===== config.mk =====
export PLATFORM = sky130hd
export DESIGN_NAME = csc_front
export DESIGN_NICKNAME = d
export VERILOG_FILES = /design/src/design/csc_pkg.sv /design/src/design/csc_front.sv
export SDC_FILE = /design/constraint.sdc
export NUM_CORES = 1
export LEC_CHECK = 0
export ABC_AREA = 1
export ABC_CLOCK_PERIOD_IN_PS = 850
export BUFFER_PORTS_ARGS = -buffer_cell sky130_fd_sc_hd__buf_2
export CORE_ASPECT_RATIO = 0.7
export CORE_UTILIZATION = 34
export DETAILED_ROUTE_END_ITERATION = 8
export PLACE_DENSITY = 0.84
export RECOVER_POWER = 100
export SYNTH_ARGS = -nofsm -noshare
export SYNTH_HDL_FRONTEND = slang
export SYNTH_SLANG_ARGS = --single-unit
export TNS_END_PERCENT = 1

===== constraint.sdc =====
create_clock -name vclk -period 0.85
set_input_delay 0.0425 -clock vclk [all_inputs]
set_output_delay 0.0425 -clock vclk [all_outputs]
set_load 0.05 [all_outputs]

===== src/design/csc_pkg.sv =====
package csc_pkg;

	// Fixed widths of the item fields and the register port.
	localparam int OP_W         = 2;
	localparam int COORD_W      = 8;
	localparam int VALUE_PORT_W = 32;
	localparam int STATUS_W     = 3;
	localparam int CFG_W        = 9;
	localparam int APB_ADDR_W   = 3;
	localparam int APB_DATA_W   = 32;

	// Largest dimension that a nine-bit register can ask for.
	localparam int REG_DIM_MAX = 511;

	// Register indexes, taken from the word address bit.
	localparam logic REG_NUM_ROWS = 1'b0;
	localparam logic REG_NUM_COLS = 1'b1;

	typedef enum logic [OP_W-1:0] {
		OP_CLEAR  = 2'd0,
		OP_SCAN   = 2'd1,
		OP_COORD  = 2'd2,
		OP_LOOKUP = 2'd3
	} op_t;

	typedef enum logic [STATUS_W-1:0] {
		ST_OK    = 3'd0,
		ST_NOMAT = 3'd1,
		ST_RANGE = 3'd2,
		ST_FULL  = 3'd3,
		ST_ORDER = 3'd4
	} status_t;

	// Classification of one item, as the front hands it to the back.
	typedef struct packed {
		op_t  op;
		logic range_err;
		logic nonzero;
	} cmd_ctl_t;

	typedef enum logic [2:0] {
		BE_IDLE,
		BE_EXEC,
		BE_FILL,
		BE_COMMIT,
		BE_START,
		BE_END,
		BE_WALK
	} be_state_t;

endpackage


===== src/design/csc_front.sv =====
module csc_front #(
	parameter int DIM_DEPTH = 256,
	parameter int VAL_W = 32,
	localparam int DIM_W = $clog2(DIM_DEPTH + 1),
	localparam int IDX_W = $clog2(DIM_DEPTH),
	localparam int DATA_W = VAL_W + 2 * IDX_W
) (
	input  logic                                 in_valid,
	output logic                                 in_ready,
	input  logic [csc_pkg::OP_W-1:0]             op,
	input  logic signed [csc_pkg::VALUE_PORT_W-1:0] value,
	input  logic [csc_pkg::COORD_W-1:0]          row,
	input  logic [csc_pkg::COORD_W-1:0]          col,
	input  logic [DIM_W-1:0]                     rows,
	input  logic [DIM_W-1:0]                     cols,
	input  logic                                 q_full,
	output logic                                 push,
	output csc_pkg::cmd_ctl_t                    push_ctl,
	output logic [DATA_W-1:0]                    push_data
);
	import csc_pkg::*;

	localparam int CMP_W = (DIM_W > COORD_W) ? DIM_W : COORD_W;

	// An item is taken whenever the queue has room.
	assign in_ready = !q_full;
	assign push     = in_valid && in_ready;

	// Decode the operation, check the coordinates and flag a zero value.
	always_comb begin
		push_ctl.op        = op_t'(op);
		push_ctl.range_err = (CMP_W'(row) >= CMP_W'(rows)) || (CMP_W'(col) >= CMP_W'(cols));
		push_ctl.nonzero   = |value[VAL_W-1:0];
		push_data          = {value[VAL_W-1:0], IDX_W'(row), IDX_W'(col)};
	end

endmodule


# After elaboration in Yosys (flattened, before gate mapping)
# Cells that the tools add are included.
[word_totals]
regBits = 0
word_cells = 6
output_inout_bits = 54
[op_classes]
magnitude_cmp = 2
reduce_logical = 4
[op_table]
columns = ["cell", "n"]
rows = [
  ["$reduce_or A32 Y1", 1],
  ["$ge A8 B9 Y1", 2],
  ["$logic_and A1 B1 Y1", 1],
  ["$logic_not A1 Y1", 1],
  ["$logic_or A1 B1 Y1", 1],
]

# Logic depth before layout (Yosys ltp)
[logic_depth]
ltp_word = 2
ltp_mapped = 8
depth_no_buf = 8

# Worst setup path before layout
# Ideal clock, no wire load.
[synth_path]
kind = "input to output"
start = "in cols[6]"
end = "out push_ctl[1] (netlist bit)"
stages = 8
t_arrival_ps = 1017
path_buffers = 0
slack_ps = -209
path_cell_list = "inv_1 > ha_1 > nand2_1 > nor2_2 > inv_1 > a21oi_2 > nor2_1 > nand2_1"
[synth_lines]
columns = ["item", "line_no", "source"]
rows = [
  ["from (decl)", "csc_front.sv:15", "input logic [DIM_W-1:0] cols,"],
  ["to (decl)", "csc_front.sv:18", "output csc_pkg::cmd_ctl_t push_ctl,"],
]

==> qor.yml <==
hold_path.class: "input port to output port"
path_buf_inv: 4
gp_congestion: 0.664
crit_family: "buffers and inverters"
place.port_buffers: 120
synth-seq-area-share_pct: 0
sw_frac_of_total_pct: 67.5
p_int_w: 0.000388
drive_gt1_share_pct: 49.6
post-route-period-util_pct: 126
regArea_um2: 0
track_usage_pct: 14.0
die_y_um: 47.2
setup_ws_ns: -0.224
die_area_um2: 3140
hold_depth: 0
yosys_warnings: 0
ys_types: 11
crit_arrival_ns: 1.03
die_w_um: 66.5
max-vdd-ir-drop_uv: 323
power_frac_clock_pct: 0
wl_per_cell_um: 9.65
synthToLayoutAreaGrowth_pct: 55.7
tightest_slew_ns: 0.656
start_util_pct: 38.0
violations: "negative setup slack"
critPathMaxFanout: 2
via_per_inst: 4.05
dr.pass1.iters: 4
clkbuf_count: 0
final_max_slew_viol_count: 0
cts-hold-fix-buffers: 0
hold_viol: 0
switching_power_w: 0.000807
via_count: 1093
syn_area_per_cell_um2: 6.04
start_kind: "input port"
hp-start: "op[1]"
syn_inst: 164
power.total_w: 0.00119
ios: 124
combPwrFrac_pct: 100.0
fmax_mhz: 931
core_um2: 2610
finalWirelength_um: 2610
hpwl_um: 2240
seq_cells: 0
synthTopCellsByCount: "buf_4 (50), inv_1 (33), nand2_1 (27)"
diodes: 0
hold_end: "push_ctl[3]"
crit_slowest_cell: "ha_4"
p_seq_share_pct: 0
final_area_um2: 1540
status: "complete, but fails checks"
slowest_delay_ns: 0.27
antenna_found_initial: 0
cp-end-kind: "output port"
critical_path_class: "input port to output port"
num_rows: 15
timing.hold.ws_ns: 0.0853
nets: 324
grt_pass1_wl_um: 3510
rsz0062_at_grt: "yes"
slew_headroom_pct: 56.4
cp_cell_sequence: "buf_8 -> inv_12 -> ha_4 -> nand2_4 -> nor2_4 -> inv_2 -> a21oi_4 -> nor2_4 -> nand2_4 -> buf_8"
yosys.area.top_type: "buf_4"
power_leakage_nw: 0.802
synth_nets: 250
synthTopCellsByArea: "buf_4 (38%), ha_1 (20%), inv_1 (13%), nand2_1 (10%), nor2_1 (9.1%)"
cap_violations: 0
grt_pass1_vias: 877
dpl_cell_area_um2: 1410
final_antenna_net_count: 0
drt_iter0_drc: 19
power_density_nw_per_um2: 775
syn_area_um2: 991
synth.top_cell.area_share_pct: 37.9
min_period_ns: 1.07
cp.required_ns: 0.81
grt_max_degree: 3
setup_viol: 1
drc_errors: 0
grt_overflow_total: 0
yosysMostFrequentCell: "buf_4"
crit_path_start: "rows[7]"
## worst max-delay path by stage
stage                   to  depth (start not counted)
6_report       push_ctl[1]                         10
5_1_grt        push_ctl[1]                         10
4_1_cts        push_ctl[1]                          9
3_5_place_dp   push_ctl[1]                         10
3_3_place_gp   push_ctl[1]                         10
2_1_floorplan  push_ctl[1]                          8
## routing by layer
layer  GRT usage [%]  vias up  routed length [µm]
met1            20.1      456                1130
met4               0        0                   0
met2            24.5       48                1330
li1                -      589                   -
met5               0        -                   0
met3           0.971        0                 150
## cells by family (layout without fill, tap and decap cells)
kind of cell    count (synthesis)  after routing  synth area share [%]
buf+inv                        83            155                  50.4
simple gates                   60             60                  26.1
fa+ha+maj                      16             16                  20.2
compound gates                  5              5                  3.28
## power groups by stage
stage | Clock (W) | Combinational, W | Sequential, W
5_1_grt | 0 | 0.00130 | 0
3_3_place_gp | 0 | 0.00107 | 0
2_1_floorplan | 0 | 0.000918 | 0
4_1_cts | 0 | 0.00116 | 0
3_5_place_dp | 0 | 0.00108 | 0
6_report | 0 | 0.00119 | 0
## what timing repair did
action,CTS,global route
endpoints found under the setup margin,1,2
setup buffers,0,0
pin swaps,7,16
resized for setup,18,20
## through the flow
| step | cells | TNS (ns) | utilization, % | worst slack [ns] |
|---|---|---|---|---|
| global placement | 270 | -0.399 | 54.0 | -0.399 |
| detailed placement | 270 | -0.415 | 54.0 | -0.415 |
| CTS | 270 | -0.224 | 57.3 | -0.224 |
| floorplan | 164 | -0.0189 | - | -0.0189 |
| finish | 270 | -0.224 | 59.1 | -0.224 |
| global route | 270 | -0.327 | 59.1 | -0.287 |
## cell type report
type,instances,area [µm²]
Tap cell,34,42.5
Timing Repair Buffer,122,611
Inverter,33,139
Fill cell,278,1070
Multi-Input combinational cell,81,751
## cell usage in the layout (no fill, tap or decap), drive strengths merged
master,count
a21oi,5
buf,72
clkbuf,50
ha,16
inv,33
nand2,27
nand3,2
nand3b,1
nand4,4
nor2,26
(Power assumes the default switching activity.)
