===== src/design/csc_pkg.sv =====
package csc_pkg;

	// Fixed widths of the item fields and the register port.
	localparam int OP_W         = 2;
	localparam int COORD_W      = 8;
	localparam int VALUE_PORT_W = 32;
	localparam int STATUS_W     = 3;
	localparam int CFG_W        = 9;
	localparam int APB_ADDR_W   = 3;
	localparam int APB_DATA_W   = 32;

	// Largest dimension that a nine-bit register can ask for.
	localparam int REG_DIM_MAX = 511;

	// Register indexes, taken from the word address bit.
	localparam logic REG_NUM_ROWS = 1'b0;
	localparam logic REG_NUM_COLS = 1'b1;

	typedef enum logic [OP_W-1:0] {
		OP_CLEAR  = 2'd0,
		OP_SCAN   = 2'd1,
		OP_COORD  = 2'd2,
		OP_LOOKUP = 2'd3
	} op_t;

	typedef enum logic [STATUS_W-1:0] {
		ST_OK    = 3'd0,
		ST_NOMAT = 3'd1,
		ST_RANGE = 3'd2,
		ST_FULL  = 3'd3,
		ST_ORDER = 3'd4
	} status_t;

	// Classification of one item, as the front hands it to the back.
	typedef struct packed {
		op_t  op;
		logic range_err;
		logic nonzero;
	} cmd_ctl_t;

	typedef enum logic [2:0] {
		BE_IDLE,
		BE_EXEC,
		BE_FILL,
		BE_COMMIT,
		BE_START,
		BE_END,
		BE_WALK
	} be_state_t;

endpackage


===== src/design/csc_cmd_fifo.sv =====
module csc_cmd_fifo #(
	parameter int DATA_W = 48
) (
	input  logic              clk,
	input  logic              arst_n,
	input  logic              push,
	input  csc_pkg::cmd_ctl_t push_ctl,
	input  logic [DATA_W-1:0] push_data,
	output logic              full,
	input  logic              pop,
	output logic              head_valid,
	output csc_pkg::cmd_ctl_t head_ctl,
	output logic [DATA_W-1:0] head_data
);
	import csc_pkg::*;

	cmd_ctl_t          ctl_q [2];
	logic [DATA_W-1:0] data_q [2];
	logic              wr_ptr_q;
	logic              rd_ptr_q;
	logic [1:0]        count_q;

	assign full       = (count_q == 2'd2);
	assign head_valid = (count_q != 2'd0);
	assign head_ctl   = ctl_q[rd_ptr_q];
	assign head_data  = data_q[rd_ptr_q];

	// Two-entry ring of classified items.
	always_ff @(posedge clk) begin
		if (push) begin
			ctl_q[wr_ptr_q]  <= push_ctl;
			data_q[wr_ptr_q] <= push_data;
		end
	end

	// Pointers and fill level.
	always_ff @(posedge clk or negedge arst_n) begin
		if (!arst_n) begin
			wr_ptr_q <= 1'b0;
			rd_ptr_q <= 1'b0;
			count_q  <= 2'd0;
		end else begin
			if (push) begin
				wr_ptr_q <= !wr_ptr_q;
			end
			if (pop) begin
				rd_ptr_q <= !rd_ptr_q;
			end
			if (push && !pop) begin
				count_q <= count_q + 2'd1;
			end else if (pop && !push) begin
				count_q <= count_q - 2'd1;
			end
		end
	end

endmodule


===== config.mk =====
export PLATFORM = sky130hd
export DESIGN_NAME = csc_cmd_fifo
export DESIGN_NICKNAME = d
export VERILOG_FILES = /design/src/design/csc_pkg.sv /design/src/design/csc_cmd_fifo.sv
export SDC_FILE = /design/constraint.sdc
export NUM_CORES = 1
export LEC_CHECK = 0
export BUFFER_PORTS_ARGS = -buffer_cell sky130_fd_sc_hd__buf_4
export CELL_PAD_IN_SITES_DETAIL_PLACEMENT = 0
export CELL_PAD_IN_SITES_GLOBAL_PLACEMENT = 1
export CORE_MARGIN = 3
export CORE_UTILIZATION = 40
export DETAILED_ROUTE_END_ITERATION = 6
export GPL_TIMING_DRIVEN = 1
export PLACE_DENSITY_LB_ADDON = 0.1
export SKIP_CTS_REPAIR_TIMING = 1
export SLEW_MARGIN = 30
export SYNTH_ARGS = -nofsm -noshare
export SYNTH_HDL_FRONTEND = slang
export SYNTH_SLANG_ARGS = --single-unit

===== constraint.sdc =====
create_clock -name clk -period 8.7 [get_ports clk]
set_input_delay 1.74 -clock clk [delete_from_list [all_inputs] [get_ports clk]]
set_output_delay 1.74 -clock clk [all_outputs]
set_load 0.01 [all_outputs]

### Word level (Yosys, flattened, before mapping)

Memories as Yosys holds them, arrays and structs flattened.
Index checks and enable logic that the tools add are counted.

| cells by class | value |
|---|---|
| add/sub/neg operators | 2 |
| equality and inequality tests | 1 |
| mux-type cells | 4 |
| reductions and logical operators | 8 |

Operator list:

| cell | number |
|---|---|
| $logic_not 1->1 | 4 |
| $mux 2 | 2 |
| $reduce_bool 2->1 | 2 |
| $add 2x1->2 const B | 1 |
| $eq 2x2->1 const B | 1 |
| $logic_and 1x1->1 | 2 |
| $mux 1 | 2 |
| $sub 2x1->2 const B | 1 |

| storage, ports and cells | value |
|---|---|
| flip-flop bits (word level) | 4 |
| RAM bits | 104 |
| input bits | 56 |
| output and inout port bits | 54 |
| logic and storage cells | 20 |
| memories | 2 |

Memories:

| memory | words | width | read ports | clocked after memory_dff | write ports | RTL line | text |
|---|---|---|---|---|---|---|---|
| data_q | 2 | 48 | 1 | 0 | 1 | csc_cmd_fifo.sv:18 | `logic [DATA_W-1:0] data_q [2];` |
| ctl_q | 2 | 4 | 1 | 0 | 1 | csc_cmd_fifo.sv:17 | `cmd_ctl_t ctl_q [2];` |

### Longest topological paths before layout

Gate-level depths: netlist (run 1).

| logic depth | value |
|---|---|
| depth after elaboration | 4 |
| depth in mapped cells | 5 |
| mapped depth without buffers | 5 |

### Worst setup path before layout (run 1)

No wires, ideal clock.

| timing | value |
|---|---|
| path type | input to register |
| from | input push |
| to | memory ctl_q[0][0] (netlist name), enable pin |
| setup time | 0.468 ns |
| data arrival time | 4.042 ns |
| data required time | 8.232 ns |
| setup slack | 4.190 ns |
| cell stages on the path | 1 |
| path buffers | 0 |
| cells stage by stage | nor2b_1 |

| on the way | value |
|---|---|
| cells in the longest elaborated chain, start to end | 2 |

RTL lines:

| item | RTL line | text |
|---|---|---|
| from (decl) | csc_cmd_fifo.sv:6 | `input logic push,` |
| $mux 1 | csc_cmd_fifo.sv:30 | `if (push) begin` |
| $mux 1 (not written as such) | csc_cmd_fifo.sv:31 | `ctl_q[wr_ptr_q] <= push_ctl;` |
| to (decl) | csc_cmd_fifo.sv:17 |  |

No other way between the ends.

### Final worst setup path (run 1)

| timing | value |
|---|---|
| from | register rd_ptr_q |
| to | output head_data[46] |

| on the way | value |
|---|---|
| cells in the longest elaborated chain, start to end | 1 |

RTL lines:

| item | RTL line | text |
|---|---|---|
| from (decl) | csc_cmd_fifo.sv:20 | `logic rd_ptr_q;` |
| from (signal assigned) | csc_cmd_fifo.sv:47 | `rd_ptr_q <= !rd_ptr_q;` |
| $mem_v2 2x48 | -- |  |
| to (decl) | csc_cmd_fifo.sv:13 | `output logic [DATA_W-1:0] head_data` |

No other way between the ends.

==> summary.txt, run 1 <==
Setup path
  – Worst R2R Path Depth: 2
  – Startpoint of the worst register-to-register path: wr_ptr_q
  – Crit Path Max Fanout: 30
  – Endpoint of the worst-slack reg-to-reg timing path: data_q[0][47]
  – Startpoint type of the worst setup path: register
  – Endpoint class of the critical path: primary output
  – Required arrival time at the worst endpoint: 6960 ps
  – Arr. time, crit path: 1990 ps
  – Register-to-register setup slack: 6840 ps
  – Class of the most critical setup path: register to primary output

Timing
  – Max Clk Rate: 268 MHz
  – Final setup vio count: 0
  – Clock Skews: 13.0 ps
  – Final hold viol count: 0
  – Period minus WS final: 3730 ps
  – Number of slew-limit violations in the final report: 0
  – Worst Tran Pin Value: 709 ps
  – RSZ-0062 raised after global routing: no
  – Setup TNS: 0 ps
  – Worst slew margin relative to its limit: 0.526
  – Final critical-path share of the clock period: 0.428
  – Fin worst setup slack: 4970 ps

Global route
  – Largest net degree at the start of global routing: 54
  – Number of global-route vias before repair: 2051
  – Overall global routing resource usage: 0.119
  – Antenna violations before repair: 0
  – Overflow left after global routing: 0
  – Wire length of the first global-routing pass: 10400 um

Die
  – Rows: 36
  – Total Die Area: 11700 um^2
  – Effective utilization at floorplan: 0.419
  – Floorplan die height: 108 um
  – Core Footprint: 10000 um^2
  – Top Ports: 110
  – Horizontal extent of the die: 108 um

Layout
  – Fillcell total: 837
  – Commonest non-fill, non-tap cells in the layout: sky130_fd_sc_hd__buf_4 (111), sky130_fd_sc_hd__edfxtp_1 (104), sky130_fd_sc_hd__mux2_4 (49), sky130_fd_sc_hd__clkbuf_8 (9), sky130_fd_sc_hd__xor2_1 (4)
  – Fraction of layout cells with a size suffix above 1: 0.607
  – Final nets: 352
  – Final standard cell area without fillers: 5310 um^2
  – Final standard cell count with taps included and fillers excluded: 433
  – Most common cell after layout, fill and taps aside: sky130_fd_sc_hd__buf_4
  – Number of diodes added for antenna fixing: 0
  – Area growth, synth to finish: 26.6%

Detailed routing
  – Via count: 1967
  – DRC viols: 0
  – Number of DRC violations after detailed-routing iteration 0: 67
  – DR pass1 iterations: 4
  – Post-DRT Antenna Nets: 0
  – Total Wirelength: 6840 um
  – Routed length per placed instance: 15.8 um
  – Number of vias per cell after detailed routing: 4.54

Placement
  – RD Place Congestion: 0.645
  – Count of placed standard cells including taps: 416
  – Final HPWL DP: 4440 um
  – Buffers on Ports: 109
  – Area after detailed placement: 5090 um^2
  – Place WS: 5270 ps

Hold path
  – Hold Crit Endpoint: count_q[1]
  – Hold path startpoint: count_q[1]
  – Worst min-delay path category: register to register
  – Worst hold path depth: 1

Logic synthesis
  – Area fraction in compound gates after synthesis: 0
  – Number of different library cells in the post-synthesis netlist: 14
  – Syn Std Cell Area: 4190 um^2
  – Main combinational cell family by area after synthesis: multiplexers
  – Synth Area in Adders: 0.00298
  – Mux share of post-synthesis cell area: 0.184
  – Synth top area cells: sky130_fd_sc_hd__edfxtp_1 (74%), sky130_fd_sc_hd__mux2_4 (18%), sky130_fd_sc_hd__buf_12 (2.4%), sky130_fd_sc_hd__dfrtp_1 (2.4%), sky130_fd_sc_hd__xor2_1 (0.84%)
  – Synth Register Bits: 108
  – Mapped Avg Cell Area: 23.6 um^2
  – Net count after synthesis: 235
  – Total of warnings raised by yosys: 0
  – Post-synthesis cell count: 178
  – Simple-gate share of the synthesized area: 0.00686
  – Cell taking the most area after synthesis: sky130_fd_sc_hd__edfxtp_1
  – Portion of synthesized cell area occupied by the leading cell type: 0.745
  – Parity-gate share of the synthesized area counting xor and xnor cells: 0.0104
  – Proportion of synthesized chip area in sequential cells: 0.769

Clock tree
  – Maximum level of the CTS H-tree: 3
  – Total CTS buffers: 9
  – CTS clk-pin slew, worst paths: 90 ps
  – Clock Sinks: 108
  – Cell at the root of the clock tree: sky130_fd_sc_hd__clkbuf_8
  – Clock buffer depth: 2
  – Clock latency on the worst-skew pair: 350 ps
  – CTS tree: done

Pwr
  – Leakage component of the power: 2.13 nW
  – Total design power: 1.61 mW
  – Pwr dens: 303 nW/um^2
  – Peak supply drop: 0.000171 V

Run status
  – Status: completed

Job
  – Max-cap check violation count: 0
==> synth_stat cells <==
| master | number |
|---|---|
| sky130_fd_sc_hd__buf_6 | 1 |
| sky130_fd_sc_hd__ha_1 | 1 |
| sky130_fd_sc_hd__inv_1 | 1 |
| sky130_fd_sc_hd__xor2_1 | 4 |
| sky130_fd_sc_hd__mux2_4 | 49 |
| sky130_fd_sc_hd__and2_1 | 1 |
| sky130_fd_sc_hd__nor2_1 | 1 |
| sky130_fd_sc_hd__mux2_2 | 3 |
| sky130_fd_sc_hd__edfxtp_1 | 104 |
| sky130_fd_sc_hd__nor2b_1 | 2 |
| sky130_fd_sc_hd__xnor2_1 | 1 |
| sky130_fd_sc_hd__or2_2 | 1 |
| sky130_fd_sc_hd__buf_12 | 5 |
| sky130_fd_sc_hd__dfrtp_1 | 4 |
==> power breakdown <==
group          total (mW)  internal (mW)  leakage (nW)  switching [mW]
logic               0.556          0.331          1.01           0.225
clock network       0.298          0.135        0.0997           0.163
registers           0.757          0.691          1.02          0.0659
total                1.61           1.16          2.13           0.454
==> flip-flops by register name, summed over array words and instances (netlist names) <==
| name | flops |
|---|---|
| data_q | 96 |
| ctl_q | 8 |
| count_q | 2 |
| rd_ptr_q | 1 |
| wr_ptr_q | 1 |
==> worst max path at each step <==
stage / startpoint / to / slack (ps) / cells past startpoint
2_1_floorplan: push / ctl_q[0][0] / 4190 / 1
3_5_place_dp: rd_ptr_q / head_data[46] / 5270 / 2
4_1_cts: rd_ptr_q / head_data[46] / 4860 / 2
3_3_place_gp: rd_ptr_q / head_data[46] / 5270 / 2
6_report: rd_ptr_q / head_data[46] / 4970 / 3
5_1_grt: rd_ptr_q / head_data[47] / 4860 / 3
==> metal layers <==
layer | vias to the layer above | wire length (um) | GRT usage
met5 | - | 0 | 0
met3 | 8 | 359 | 0.0275
met4 | 0 | 86 | 0.0541
met1 | 972 | 2960 | 0.149
met2 | 63 | 3430 | 0.198
li1 | 924 | - | -
==> kinds of logic after synthesis <==
group,Yosys count
buf+inv,7
simple gates,5
mux,52
flops,108
xor+xnor,5
fa+ha+maj,1
==> metrics by stage <==
step,hold WS (ps),util
2_1_floorplan,447,-
3_3_place_gp,464,0.509
3_5_place_dp,468,0.509
4_1_cts,491,0.529
5_1_grt,512,0.531
6_report,494,0.531
==> final cells by class <==
cell class	instances	area, um^2	area share
Clock inverter	7	72.6	0.0137
Inverter	1	3.75	0.000707
Clock buffer	9	124	0.0233
Tap cell	133	166	0.0313
Multi-Input combinational cell	63	863	0.163
Timing Repair Buffer	112	853	0.161
Sequential cell	108	3230	0.608
==> worst max-delay path, cell delays in order, from the launching register on <==
cell,delay (ps)
sky130_fd_sc_hd__dfrtp_4,820
sky130_fd_sc_hd__buf_12,300
sky130_fd_sc_hd__mux2_2,370
sky130_fd_sc_hd__buf_4,140
Power figures use the tool's default switching activity.
==> run 2, diff against run 1 <==
Clock period 8.7 ns to 3.34 ns, I/O delays scaled along.
==> run 2 against run 1 <==
Against the previous run: worst hold slack worse by 400 ps; register-to-register slack lost 5100 ps; clock power increased to 2.6 times the previous value; critical path type unchanged; highest routed layer unchanged.
==> summary.txt, run 2 (synthesis results as in run 1) <==
Layout
  – Area used by multi-input combinational logic: 863 um^2 (unchanged)
  – Final standard cell count with taps included and fillers excluded: 434 (was 433)
  – Largest reg by FF count: data_q (unchanged)
  – Commonest non-fill, non-tap cells in the layout: sky130_fd_sc_hd__buf_4 (111), sky130_fd_sc_hd__edfxtp_1 (104), sky130_fd_sc_hd__mux2_4 (49), sky130_fd_sc_hd__clkbuf_8 (9), sky130_fd_sc_hd__xor2_1 (4) (unchanged)
  – Number of diodes added for antenna fixing: 0 (unchanged)
  – Reg area: 3230 um^2 (unchanged)
  – Final nets: 353 (was 352)
  – Area growth, synth to finish: 27.1% (was 26.6%)
  – Fillcell total: 821 (was 837)
  – Max FFs per register: 96 (unchanged)
  – Fraction of layout cells with a size suffix above 1: 0.608 (was 0.607)
  – Largest registers: data_q (96), ctl_q (8), count_q (2) (unchanged)
  – Most common cell after layout, fill and taps aside: sky130_fd_sc_hd__buf_4 (unchanged)

Job
  – Max-cap check violation count: 0 (unchanged)

Clock tree
  – Maximum level of the CTS H-tree: 3 (unchanged)
  – Cell at the root of the clock tree: sky130_fd_sc_hd__clkbuf_8 (unchanged)
  – CTS tree: done (unchanged)
  – Clock Sinks: 108 (unchanged)
  – CTS clk-pin slew, worst paths: 90 ps (about the same)
  – Clock latency on the worst-skew pair: 350 ps (about the same)
  – Total CTS buffers: 9 (unchanged)
  – Clock buffer depth: 2 (unchanged)

Timing
  – Fin worst setup slack: 739 ps (was 4970 ps)
  – Final hold viol count: 0 (unchanged)
  – Final setup vio count: 0 (unchanged)
  – Minimum hold slack: 89.5 ps (was 494 ps)
  – Number of slew-limit violations in the final report: 0 (unchanged)
  – RSZ-0062 raised after global routing: no (unchanged)
  – Setup TNS: 0 ps (unchanged)
  – Period minus WS final: 2600 ps
  – Worst slew margin relative to its limit: 0.597 (was 0.526)
  – Max Clk Rate: 384 MHz
  – Worst Tran Pin Value: 605 ps (was 709 ps)
  – Clock Skews: 6.72 ps (was 13.0 ps)
  – Final critical-path share of the clock period: 0.779

Setup path
  – Count of buffer and inverter cells on the critical path: 2 (unchanged)
  – Startpoint of the worst register-to-register path: wr_ptr_q (unchanged)
  – Crit-path cells: buf_12 > mux2_4 > buf_4 (was buf_12 > mux2_2 > buf_4)
  – Required arrival time at the worst endpoint: 2670 ps (was 6960 ps)
  – Startpoint type of the worst setup path: register (unchanged)
  – Cell at the slowest stage of the critical path: sky130_fd_sc_hd__dfrtp_4 (unchanged)
  – Delay-heaviest family, CP: flip-flops (unchanged)
  – Crit Path Max Fanout: 29 (was 30)
  – Class of the most critical setup path: register to primary output (unchanged)
  – Endpoint class of the critical path: primary output (unchanged)
  – Arr. time, crit path: 1930 ps (was 1990 ps)
  – Largest incremental delay on the critical path: 790 ps (was 820 ps)
  – Launching instance or port of the critical path: rd_ptr_q (unchanged)

Die
  – Horizontal extent of the die: 108 um (unchanged)
  – Effective utilization at floorplan: 0.419 (unchanged)
  – Top Ports: 110 (unchanged)
  – Floorplan die height: 108 um (unchanged)
  – Rows: 36 (unchanged)
  – Total Die Area: 11700 um^2 (unchanged)
  – Core Footprint: 10000 um^2 (unchanged)

Global route
  – Antenna violations before repair: 0 (unchanged)
  – Largest net degree at the start of global routing: 31 (was 54)
  – Overall global routing resource usage: 0.121 (was 0.119)
  – Overflow left after global routing: 0 (unchanged)
  – Wire length of the first global-routing pass: 10400 um (about the same)
  – Number of global-route vias before repair: 2075 (was 2051)

Detailed routing
  – Total Wirelength: 6970 um (was 6840 um)
  – Number of vias per cell after detailed routing: 4.52 (was 4.54)
  – DRC viols: 0 (unchanged)
  – Via count: 1963 (was 1967)
  – DR pass1 iterations: 4 (unchanged)
  – Post-DRT Antenna Nets: 0 (unchanged)
  – Number of DRC violations after detailed-routing iteration 0: 51 (was 67)
  – Routed length per placed instance: 16.1 um (was 15.8 um)

Placement
  – Count of placed standard cells including taps: 418 (was 416)
  – Place WS: 1100 ps (was 5270 ps)
  – Buffers on Ports: 109 (unchanged)
  – RD Place Congestion: 0.649 (was 0.645)

Run status
  – Status: completed (unchanged)

Pwr
  – Total net switching power: 1.17 mW (was 0.454 mW)
  – Internal Dissipation: 3.03 mW (was 1.16 mW)
  – Peak supply drop: 0.000444 V (was 0.000171 V)
  – Reg power frac: 0.468 (was 0.470)
  – Switching power share of the total: 0.280 (was 0.282)
  – Pwr dens: 788 nW/um^2 (was 303 nW/um^2)
  – Proportion of power drawn by combinational gates: 0.350 (was 0.345)
  – Total design power: 4.20 mW (was 1.61 mW)
  – Leakage component of the power: 2.13 nW (about the same)
  – Clock network fraction of design power: 0.182 (was 0.185)

Hold path
  – Worst min-delay path category: input pin to async pin (was register to register)
## run 2: cell count changes in the layout (fill, tap and decap cells not counted)
cell / change
sky130_fd_sc_hd__clkinvlp_4: +2
sky130_fd_sc_hd__inv_6: -3
sky130_fd_sc_hd__clkinv_1: -2
sky130_fd_sc_hd__clkinv_4: +1
sky130_fd_sc_hd__buf_12: +1
sky130_fd_sc_hd__clkbuf_1: +2
## run 2: final timing paths
check                           endpoint  slack (ps)  cells after the start
max reg2reg                data_q[1][27]        1730                      2
min reg2reg                   count_q[1]         480                      1
min in group clk              count_q[1]         480                      1
max                        head_data[24]         740                      3
min                           count_q[0]          90                      1
max in group asynchronous       rd_ptr_q        3140                      1
## run 2: stage by stage
stage	instance area, um^2	util
2_1_floorplan	4200	-
3_3_place_gp	5130	0.513
3_5_place_dp	5130	0.513
4_1_cts	5330	0.533
5_1_grt	5330	0.533
6_report	5330	0.533
## run 2: area by class of cell
type | count | share of cell area
clock buffer | 11 | 0.0247
sequential | 108 | 0.606
inverter | 1 | 0.000705
timing repair buffer | 113 | 0.164
clock inverter | 5 | 0.0117
tap | 133 | 0.0312
multi-input combinational | 63 | 0.162
## run 2: power by group through the flow
stage | clock [mW] | sequential [mW] | combinational, mW
final | 0.764 | 1.97 | 1.47
after global routing | 0.860 | 2.00 | 1.57
after CTS | 0.796 | 1.97 | 1.50
after detailed placement | 0 | 2.01 | 1.50
after global placement | 0 | 1.99 | 1.49
after floorplan | 0 | 1.89 | 1.07
## run 2: layer usage
metal	share of wire	global-route usage	vias up	wire length, um
li1	-	-	926	-
met1	0.39	0.135	957	2690
met2	0.52	0.206	75	3630
met3	0.086	0.0496	5	597
met4	0.0073	0.0460	0	51
met5	0	0	-	0
==> run 3, diff against run 2 <==
Clock period 3.34 ns to 2.51 ns, I/O delays scaled along.
==> run 3 against run 2 <==
Against the previous run: clock-buffer cell count down 1; combinational power is 41% higher; first-iteration DRC count is 27% higher; worst setup slack worse by 430 ps; sequential share of layout area stayed put; largest power group unchanged; highest routed layer unchanged.
==> summary.txt, run 3 (synthesis results as in run 1) <==
Layout
  – Commonest non-fill, non-tap cells in the layout: sky130_fd_sc_hd__buf_4 (112), sky130_fd_sc_hd__edfxtp_1 (104), sky130_fd_sc_hd__mux2_4 (49), sky130_fd_sc_hd__clkbuf_8 (9), sky130_fd_sc_hd__xor2_1 (4) (was sky130_fd_sc_hd__buf_4 (111), sky130_fd_sc_hd__edfxtp_1 (104), sky130_fd_sc_hd__mux2_4 (49), sky130_fd_sc_hd__clkbuf_8 (9), sky130_fd_sc_hd__xor2_1 (4))
  – Area growth, synth to finish: 27.1% (unchanged)
  – Most common cell after layout, fill and taps aside: sky130_fd_sc_hd__buf_4 (unchanged)
  – Final standard cell count with taps included and fillers excluded: 436 (was 434)
  – Number of diodes added for antenna fixing: 0 (unchanged)
  – Final nets: 355 (was 353)
  – Largest registers: data_q (96), ctl_q (8), count_q (2) (unchanged)
  – Largest reg by FF count: data_q (unchanged)
  – Max FFs per register: 96 (unchanged)
  – Fraction of layout cells with a size suffix above 1: 0.611 (was 0.608)

Clock tree
  – Clock Sinks: 108 (unchanged)
  – Total CTS buffers: 9 (unchanged)
  – Clock latency on the worst-skew pair: 360 ps (was 350 ps)
  – CTS clk-pin slew, worst paths: 100 ps (was 90 ps)
  – CTS tree: done (unchanged)
  – Clock buffer depth: 2 (unchanged)
  – Maximum level of the CTS H-tree: 3 (unchanged)
  – Cell at the root of the clock tree: sky130_fd_sc_hd__clkbuf_8 (unchanged)

Timing
  – Clock Skews: 9.22 ps (was 6.72 ps)
  – Fin worst setup slack: 312 ps (was 739 ps)
  – RSZ-0062 raised after global routing: no (unchanged)
  – Setup TNS: 0 ps (unchanged)
  – Period minus WS final: 2200 ps
  – Worst slew margin relative to its limit: 0.688 (was 0.597)
  – Number of slew-limit violations in the final report: 0 (unchanged)
  – Final critical-path share of the clock period: 0.876
  – Final hold viol count: 0 (unchanged)
  – Final setup vio count: 0 (unchanged)
  – Max Clk Rate: 455 MHz
  – Worst Tran Pin Value: 467 ps (was 605 ps)

Setup path
  – Required arrival time at the worst endpoint: 2010 ps (was 2670 ps)
  – Class of the most critical setup path: register to primary output (unchanged)
  – Count of buffer and inverter cells on the critical path: 2 (unchanged)
  – Crit Path Max Fanout: 25 (was 29)
  – Crit-path cells: buf_4 > mux2_4 > buf_4 (was buf_12 > mux2_4 > buf_4)
  – Startpoint type of the worst setup path: register (unchanged)
  – Endpoint of the worst-slack reg-to-reg timing path: data_q[0][20] (was data_q[1][27])
  – Arr. time, crit path: 1700 ps (was 1930 ps)
  – Startpoint of the worst register-to-register path: wr_ptr_q (unchanged)
  – Cell at the slowest stage of the critical path: sky130_fd_sc_hd__dfrtp_4 (unchanged)
  – Worst path most repeated cell: sky130_fd_sc_hd__buf_4
  – Register-to-register setup slack: 1110 ps (was 1730 ps)
  – Largest incremental delay on the critical path: 430 ps (was 790 ps)
  – Worst R2R Path Depth: 2 (unchanged)
  – Delay-heaviest family, CP: buffers and inverters (was flip-flops)
  – Launching instance or port of the critical path: rd_ptr_q (unchanged)
  – Endpoint class of the critical path: primary output (unchanged)

Detailed routing
  – DR pass1 iterations: 3 (was 4)
  – Via count: 1985 (was 1963)
  – Total Wirelength: 6990 um (was 6970 um)
  – Number of DRC violations after detailed-routing iteration 0: 65 (was 51)
  – Number of vias per cell after detailed routing: 4.55 (was 4.52)
  – Routed length per placed instance: 16.0 um (was 16.1 um)
  – DRC viols: 0 (unchanged)
  – Post-DRT Antenna Nets: 0 (unchanged)

Pwr
  – Switching power share of the total: 0.286 (was 0.280)
  – Proportion of power drawn by combinational gates: 0.377 (was 0.350)
  – Total net switching power: 1.58 mW (was 1.17 mW)
  – Total design power: 5.52 mW (was 4.20 mW)
  – Pwr dens: 1040 nW/um^2 (was 788 nW/um^2)
  – Internal Dissipation: 3.94 mW (was 3.03 mW)
  – Reg power frac: 0.453 (was 0.468)
  – Clock network fraction of design power: 0.170 (was 0.182)
  – Leakage component of the power: 2.13 nW (about the same)
  – Peak supply drop: 0.000409 V (was 0.000444 V)

Global route
  – Overall global routing resource usage: 0.121 (about the same)
  – Largest net degree at the start of global routing: 44 (was 31)
  – Overflow left after global routing: 0 (unchanged)
  – Number of global-route vias before repair: 2077 (was 2075)
  – Antenna violations before repair: 0 (unchanged)
  – Wire length of the first global-routing pass: 10600 um (was 10400 um)

Die
  – Total Die Area: 11700 um^2 (unchanged)
  – Top Ports: 110 (unchanged)
  – Floorplan die height: 108 um (unchanged)
  – Rows: 36 (unchanged)
  – Horizontal extent of the die: 108 um (unchanged)
  – Effective utilization at floorplan: 0.419 (unchanged)
  – Core Footprint: 10000 um^2 (unchanged)

Placement
  – Final HPWL DP: 4730 um
  – Count of placed standard cells including taps: 419 (was 418)
  – Buffers on Ports: 109 (unchanged)
  – Place WS: 675 ps (was 1100 ps)
  – RD Place Congestion: 0.668 (was 0.649)

Hold path
  – Worst hold path depth: 1
  – Worst min-delay path category: input pin to register (was input pin to async pin)
  – Hold Crit Endpoint: data_q[1][10]
  – Hold path startpoint: push_data[10]

Job
  – Max-cap check violation count: 0 (unchanged)

Run status
  – Status: completed (unchanged)
[run 3: cell count changes in the layout (fill, tap and decap cells not counted), sizes merged]
cell,previous run,this run
bufinv,1,0
buf,113,114
inv,1,2
clkbuf,11,10
clkinv,2,3
dlygate4sd3,0,1
[run 3: per-layer routing]
layer | vias to the layer above | global-route usage | part of all wire
met5 | - | 0 | 0
met4 | 0 | 0.0568 | 0.018
met3 | 11 | 0.0424 | 0.081
met2 | 66 | 0.203 | 0.52
met1 | 977 | 0.139 | 0.38
li1 | 931 | - | -
[run 3: stage by stage]
| step | instance area, um^2 | util | hold slack (ps) |
|---|---|---|---|
| floorplan | 4200 | - | 206 |
| global placement | 5140 | 0.514 | 304 |
| detailed placement | 5140 | 0.514 | 304 |
| CTS | 5320 | 0.532 | -94.4 |
| global route | 5330 | 0.533 | 290 |
| finish | 5330 | 0.533 | 315 |
[run 3: worst reg2reg max path, stage by stage, from the launching register on]
cell                      delay (ps)
sky130_fd_sc_hd__dfrtp_1         430
sky130_fd_sc_hd__nor2b_4         340
sky130_fd_sc_hd__buf_12          310
[run 3: area by class of cell]
cell class                      count  area [um^2]
Fill cell                         831         4670
Tap cell                          133          166
Multi-Input combinational cell     63          863
Clock buffer                       10          128
Inverter                            1         3.75
Clock inverter                      6         48.8
Timing Repair Buffer              115          891
Sequential cell                   108         3230
[run 3: power groups by stage]
stage,combinational [mW],clock [mW],sequential [mW]
2_1_floorplan,1.43,0,2.52
3_3_place_gp,2.13,0,2.53
3_5_place_dp,2.13,0,2.55
4_1_cts,2.14,0.976,2.51
5_1_grt,2.23,1.04,2.54
6_report,2.08,0.939,2.50
[run 3: worst max-delay path by stage]
stage,slack [ps],depth (start not counted),to
after detailed placement,680,3,head_data[22]
after global routing,230,3,head_data[17]
after global placement,680,3,head_data[16]
after CTS,270,3,head_data[22]
after floorplan,210,1,ctl_q[0][0]
final,310,3,head_data[22]
